==> src/design/volume_box_average_downsample_unit_macros.svh <==
// assertion macros shared by the box average downsample design
// no dependencies
`ifndef VOLUME_BOX_AVERAGE_DOWNSAMPLE_UNIT_MACROS_SVH
`define VOLUME_BOX_AVERAGE_DOWNSAMPLE_UNIT_MACROS_SVH

// same-cycle implication
`define VBAD_ASSERT_IMP(label, clk, rst, cond, prop) \
   label: assert property (@(posedge clk) disable iff (rst) (cond) |-> (prop)) \
      else $error("vbad implication check failed");

// next-cycle implication
`define VBAD_ASSERT_NXT(label, clk, rst, cond, prop) \
   label: assert property (@(posedge clk) disable iff (rst) (cond) |=> (prop)) \
      else $error("vbad next-cycle check failed");

`endif

==> src/design/vbad_pkg.sv <==
// types, register codes and widths of the box average downsample unit
// no dependencies
package vbad_pkg;

   localparam int MAX_WIDTH_DEF  = 256;
   localparam int MAX_HEIGHT_DEF = 256;
   localparam int MAX_FACTOR_DEF = 16;

   localparam int SAMPLE_W  = 16;
   localparam int AVG_W     = 24;
   localparam int FACTOR_W  = 5;
   localparam int SIZE_XY_W = 9;
   localparam int SIZE_Z_W  = 16;
   localparam int SUM_W     = 32;
   localparam int FRAC_W    = 8;
   localparam int DIV_W     = SUM_W + FRAC_W;
   localparam int DVS_W     = 16;
   localparam int CSR_AW    = 5;
   localparam int CSR_DW    = 32;

   localparam logic [2:0] REG_FACTOR_X = 3'd0;
   localparam logic [2:0] REG_FACTOR_Y = 3'd1;
   localparam logic [2:0] REG_FACTOR_Z = 3'd2;
   localparam logic [2:0] REG_SIZE_X   = 3'd3;
   localparam logic [2:0] REG_SIZE_Y   = 3'd4;
   localparam logic [2:0] REG_SIZE_Z   = 3'd5;

   typedef enum logic [2:0] {
      SEQ_IDLE,
      SEQ_DX,
      SEQ_DY,
      SEQ_DZ,
      SEQ_PX,
      SEQ_PY,
      SEQ_PZ
   } seq_state_type;

   typedef struct packed {
      logic busy;
      logic done;
   } div_status_type;

endpackage

==> src/design/vbad_divider.sv <==
// bit-serial restoring divider, one quotient bit per cycle
// depends on vbad_pkg
module vbad_divider import vbad_pkg::*; #(
   parameter int DW = DIV_W,
   parameter int VW = DVS_W
) (
   input  logic           clock,
   input  logic           reset,
   input  logic           start,
   input  logic [DW-1:0]  dividend,
   input  logic [VW-1:0]  divisor,
   output div_status_type status,
   output logic [DW-1:0]  quotient,
   output logic [VW-1:0]  remainder
);
   localparam int CW = (DW > 1) ? $clog2(DW) : 1;

   logic          busy_ff, busy_in, done_ff, done_in;
   logic [DW-1:0] num_ff;
   logic [VW-1:0] rem_ff, dvs_ff, rem_nx;
   logic [CW-1:0] count_ff;
   logic [VW:0]   rem_sh;
   logic          ge;

   always_comb begin
      rem_sh = {rem_ff, num_ff[DW-1]};
      ge     = rem_sh >= {1'b0, dvs_ff};
      rem_nx = ge ? VW'(rem_sh - {1'b0, dvs_ff}) : rem_sh[VW-1:0];
      busy_in = busy_ff;
      done_in = 1'b0;
      if (start) begin
         busy_in = 1'b1;
      end else if (busy_ff && count_ff == CW'(DW - 1)) begin
         busy_in = 1'b0;
         done_in = 1'b1;
      end
   end

   always_ff @(posedge clock) begin
      if (reset) begin
         busy_ff <= 1'b0;
         done_ff <= 1'b0;
      end else begin
         busy_ff <= busy_in;
         done_ff <= done_in;
      end
   end

   always_ff @(posedge clock) begin
      if (start) begin
         num_ff   <= dividend;
         rem_ff   <= '0;
         dvs_ff   <= divisor;
         count_ff <= '0;
      end else if (busy_ff) begin
         num_ff   <= {num_ff[DW-2:0], ge};
         rem_ff   <= rem_nx;
         count_ff <= count_ff + 1'b1;
      end
   end

   assign status.busy = busy_ff;
   assign status.done = done_ff;
   assign quotient    = num_ff;
   assign remainder   = rem_ff;

endmodule

==> config.mk <==
export PLATFORM = sky130hd
export DESIGN_NAME = vbad_divider
export DESIGN_NICKNAME = d
export VERILOG_FILES = /design/src/design/volume_box_average_downsample_unit_macros.svh /design/src/design/vbad_pkg.sv /design/src/design/vbad_divider.sv
export SDC_FILE = /design/constraint.sdc
export NUM_CORES = 1
export LEC_CHECK = 0
export BUFFER_PORTS_ARGS = -buffer_cell sky130_fd_sc_hd__buf_2
export CORE_MARGIN = 2
export CORE_UTILIZATION = 40
export DETAILED_ROUTE_END_ITERATION = 10
export GPL_TIMING_DRIVEN = 0
export PLACE_DENSITY = 0.62
export SLEW_MARGIN = 30
export SYNTH_ARGS = -nofsm -noshare
export SYNTH_HDL_FRONTEND = slang
export SYNTH_SLANG_ARGS = --single-unit
export TNS_END_PERCENT = 1
==> constraint.sdc <==
create_clock -name clock -period 3.9 [get_ports clock]
set_input_delay 0.39 -clock clock [delete_from_list [all_inputs] [get_ports clock]]
set_output_delay 0.39 -clock clock [all_outputs]
set_load 0.02 [all_outputs]
==> summary by stage <==
Status
The flow ran to the end, and the final reports show no timing, DRC or antenna violations.

Placement
The quantity of I/O buffers inserted on ports is 116. The HPWL after detailed placement is 6.87 mm. At the placement stage, the worst setup path has a slack of 1.10 ns. Routability-driven placement finished with a final weighted congestion of 0.872.

CTS
The library cell used as clock root buffer is sky130_fd_sc_hd__clkbuf_8. The number of buffers inserted during clock tree synthesis is 9. For this design, the CTS-stage hold fixing added 0 buffers. The clock tree from TritonCTS is done. The clock-pin slew on the worst setup and hold paths is 0.09 ns. For the worst-skew pair, the clock arrives at the later sink with an insertion delay of 0.36 ns. Once the clock tree was built, the setup fixing pass inserted 0 buffers.

Counting along the longest clock path gives a buffer depth of 2. After clock tree synthesis, the repair step resized 0 gates. The clock drives 80 sinks. The H-tree depth is 3.

Timing
Measured against its own limit, the worst slew margin works out to 0.436. The count of endpoints failing setup in the final report is 0. The period utilization is 0.614. The worst path needs 2.40 ns of the cycle, external delays included. The number of failing hold endpoints at the final stage is 0. Setup repair after global routing left no endpoint under its margin. The actual transition at the worst max-transition pin is 0.843 ns. In the final timing run, aggregate negative setup slack is 0 ns. The final worst slack is 1.50 ns. The clock arrives with 0.0129 ns of skew. The number of max-slew violations in the final report is 0.

The maximum achievable frequency is 417 MHz.

Synth
Of the total synthesized cell area, the portion taken by XOR and XNOR cells is 0.0371. The mean area per synthesized cell is 12.2 µm². In this run, distinct cell masters in the synthesized netlist total 48.

During synthesis, Yosys emitted a total of 0 warnings. The proportion of synthesized area in mux cells is 0.132. Yosys mapped a number of flops with a built-in enable equal to 56. The async set or reset register ratio after synthesis is 0. The synthesized-area fraction occupied by adder cells is 0.0580. The synthesized netlist occupies a cell area of 0.00401 mm².

The fraction of the mapped netlist area in compound gates is 0.113. The synthesized netlist cell count is 330. The share of the Yosys chip area taken by registers is 0.539. By area, the combinational part of the netlist is dominated by multiplexers. After synthesis the netlist holds a flip-flop and latch count of 80. Counting every net in the synthesized netlist gives 407. The area fraction in and, or, nand and nor cells after synthesis is 0.0848. In the synthesized netlist the dominant register cell turns out to be sky130_fd_sc_hd__edfxtp_1.

Power
Of the total power, combinational logic draws 0.197. The post-layout total power is 2.06 mW. The analysis attributes to cell leakage a power of 2.15 nW. The share of total power dissipated in sequential elements is 0.500. Power spread over the standard cell area amounts to 413 mW/mm². The analysis attributes to net switching a power of 0.598 mW. The internal power of the cells is 1.46 mW.

The share of total power dissipated in the clock network is 0.302. The peak ir drop on the vdd network is 0.213 mV. Of the total power, the share spent switching nets is 0.291.

Finish
At the end of the flow, the number of nets in the layout was 535. The count of filler cells inserted in the layout is 926. The number of inserted diodes is 0. The utilization of the core after routing is 0.510. The area overhead of the layout relative to synthesis is 24.1%. The layout cell share with drive strength beyond 1 is 0.402.

Routing
The remaining antenna violation count is 0. For this run, the detailed router's first-pass iteration total came to 4. The routed design has 9.20 mm of wire. In the routed design, unresolved DRC markers number 0. The routed layout has 3031 vias.

For this block, the initial DRC count from the detailed router was 100. The detailed-route wire length per cell is 15.4 µm. Using the TritonRoute via totals, the vias-per-cell ratio works out to 5.09.

Die
The horizontal extent of the die is 104 µm. The initial utilization of the core area, before any placement, comes to 0.411. The area of the die is 0.0108 mm². The placeable core area is 0.00977 mm². The number of standard-cell rows in the floorplan is 36.

Pin placement for this block handled 117 I/O pins. The die span in y is 104 µm.

GRT
The number of antenna violations at the first check in global routing is 0. The wire length of the first global-routing pass is 14.9 mm. The overall overflow remaining after global route is 0. Entering global routing, the biggest net connects 23 pins. The global-route total usage across every layer is 0.174. The via count of the first global-routing pass is 3159.

Worst setup path
The setup path with the least slack is of type flip-flop to flip-flop. Of all nets on the critical path, the largest fanout is 4. The count of cells along the worst register-to-register path is 10.

The element type at the critical path start is a flip-flop. The worst endpoint data arrival time is 2.66 ns. The endpoint kind of the worst setup timing path is a flip-flop. The data required time at the worst endpoint is 4.16 ns.

Min path
In this run the worst hold path is classified as input pin to flip-flop. Counting instances, the worst hold path has a depth of 1.

Flow run
Max-cap violations in this run came to 0.
==> registers in the layout, summed over array words and instances (netlist names) <==
register / flops
quotient: 40
busy_ff: 1
done_ff: 1
remainder: 16
count_ff: 6
dvs_ff: 16
==> worst max-delay path, stage by stage, from the launching register on <==
cell and delay (ns):
sky130_fd_sc_hd__edfxtp_1 0.42, sky130_fd_sc_hd__inv_1 0.06, sky130_fd_sc_hd__ha_1 0.23, sky130_fd_sc_hd__fa_1 0.42
sky130_fd_sc_hd__nor2b_1 0.17, sky130_fd_sc_hd__nor3_1 0.07, sky130_fd_sc_hd__o21a_1 0.23, sky130_fd_sc_hd__o21ai_1 0.22
sky130_fd_sc_hd__a21oi_1 0.11, sky130_fd_sc_hd__xor2_1 0.14, sky130_fd_sc_hd__o311ai_1 0.23
==> kinds of logic (layout without fill, tap and decap cells) <==
family | count (synthesis) | in the layout
buffers and inverters | 34 | 167
xor gates and xnor gates | 17 | 17
muxes | 48 | 48
adders and majority gates | 18 | 18
AOI/OAI and AO/OA | 63 | 63
DFF | 80 | 80
and+or+nand+nor | 70 | 70
==> layout make-up <==
| cell class | count | area (µm²) | area share |
|---|---|---|---|
| plain buffers | 15 | 75.1 | 0.0151 |
| clock buffers | 9 | 124 | 0.0249 |
| clock inverters | 7 | 70.1 | 0.0141 |
| inverters | 19 | 71.3 | 0.0143 |
| multi-input cells | 216 | 1700 | 0.342 |
| flip-flops and latches | 80 | 2160 | 0.434 |
| well taps | 133 | 166 | 0.0334 |
| repair buffers | 117 | 608 | 0.122 |
==> Yosys cell counts (2+ instances only) <==
cell type | number | area [µm²]
sky130_fd_sc_hd__a211o_1 | 3 | 26.3
sky130_fd_sc_hd__a211oi_1 | 8 | 60.1
sky130_fd_sc_hd__a21o_1 | 3 | 22.5
sky130_fd_sc_hd__a21oi_1 | 10 | 50.1
sky130_fd_sc_hd__a21oi_2 | 2 | 17.5
sky130_fd_sc_hd__a311oi_1 | 2 | 17.5
sky130_fd_sc_hd__a32oi_1 | 6 | 52.6
sky130_fd_sc_hd__buf_2 | 3 | 15.0
sky130_fd_sc_hd__buf_4 | 2 | 15.0
sky130_fd_sc_hd__clkbuf_1 | 9 | 33.8
sky130_fd_sc_hd__dfxtp_1 | 24 | 480
sky130_fd_sc_hd__edfxtp_1 | 56 | 1680
sky130_fd_sc_hd__ha_1 | 17 | 213
sky130_fd_sc_hd__inv_1 | 19 | 71.3
sky130_fd_sc_hd__mux2_2 | 39 | 439
sky130_fd_sc_hd__mux2i_1 | 9 | 90.1
sky130_fd_sc_hd__nand2_1 | 11 | 41.3
sky130_fd_sc_hd__nand2b_1 | 3 | 18.8
sky130_fd_sc_hd__nand3_1 | 8 | 40.0
sky130_fd_sc_hd__nand4_1 | 5 | 31.3
sky130_fd_sc_hd__nor2_1 | 24 | 90.1
sky130_fd_sc_hd__nor2b_1 | 4 | 25.0
sky130_fd_sc_hd__nor3_1 | 5 | 25.0
sky130_fd_sc_hd__nor4_1 | 3 | 18.8
sky130_fd_sc_hd__o211ai_1 | 2 | 15.0
sky130_fd_sc_hd__o21a_1 | 3 | 22.5
sky130_fd_sc_hd__o21ai_0 | 6 | 30.0
sky130_fd_sc_hd__o21ai_1 | 7 | 35.0
sky130_fd_sc_hd__o21ai_2 | 2 | 17.5
sky130_fd_sc_hd__o311ai_1 | 2 | 17.5
sky130_fd_sc_hd__xnor2_1 | 9 | 78.8
sky130_fd_sc_hd__xor2_1 | 8 | 70.1
==> metrics by stage <==
stage               cell area [µm²]  hold WS (ns)  cells
floorplan                      4010         0.459    330
global placement               4760         0.471    579
detailed placement             4790         0.479    580
CTS                            4980         0.179    596
global route                   4980         0.183    596
finish                         4980         0.199    596
==> path summary, 6_finish.rpt <==
check                from            end  slack (ns)
min           divisor[15]     dvs_ff[15]        0.20
max reg2reg  quotient[39]  remainder[10]        1.50
max          quotient[39]  remainder[10]        1.50
min reg2reg   count_ff[5]    count_ff[5]        0.49
==> power groups by stage <==
stage          Sequential, mW  Clock (mW)  Combinational (mW)
2_1_floorplan            1.11           0               0.209
3_3_place_gp             1.05           0               0.398
3_5_place_dp             1.05           0               0.409
4_1_cts                  1.03       0.644               0.410
5_1_grt                  1.04       0.671               0.446
6_report                 1.03       0.622               0.406
==> per-layer routing <==
layer | vias up | wire length (µm) | global-route usage | part of all wire
met3 | 11 | 722 | 0.0683 | 0.079
met1 | 1432 | 4040 | 0.205 | 0.44
met5 | - | 0 | 0 | 0
li1 | 1493 | - | - | -
met4 | 0 | 165 | 0.0685 | 0.018
met2 | 95 | 4270 | 0.285 | 0.46
==> layout by cell type, fill, tap and decap left out, types with 3 or more instances in the layout <==
master	netlist	layout
sky130_fd_sc_hd__a21o_1	3	3
sky130_fd_sc_hd__o21ai_1	7	7
sky130_fd_sc_hd__clkinv_2	0	3
sky130_fd_sc_hd__mux2i_1	9	9
sky130_fd_sc_hd__clkbuf_1	9	9
sky130_fd_sc_hd__nor2_1	24	24
sky130_fd_sc_hd__xor2_1	8	8
sky130_fd_sc_hd__clkbuf_8	0	9
sky130_fd_sc_hd__o21ai_0	6	6
sky130_fd_sc_hd__a211o_1	3	3
sky130_fd_sc_hd__nand2_1	11	11
sky130_fd_sc_hd__a211oi_1	8	8
sky130_fd_sc_hd__o21a_1	3	3
sky130_fd_sc_hd__a21oi_1	10	10
sky130_fd_sc_hd__nand3_1	8	8
sky130_fd_sc_hd__a32oi_1	6	6
sky130_fd_sc_hd__nand2b_1	3	3
sky130_fd_sc_hd__edfxtp_1	56	56
sky130_fd_sc_hd__nor2b_1	4	4
sky130_fd_sc_hd__buf_2	3	119
sky130_fd_sc_hd__nand4_1	5	5
sky130_fd_sc_hd__dfxtp_1	24	24
sky130_fd_sc_hd__nor3_1	5	5
sky130_fd_sc_hd__nor4_1	3	3
sky130_fd_sc_hd__mux2_2	39	39
sky130_fd_sc_hd__xnor2_1	9	9
sky130_fd_sc_hd__inv_1	19	18
sky130_fd_sc_hd__ha_1	17	17
(Power assumes the default switching activity.)
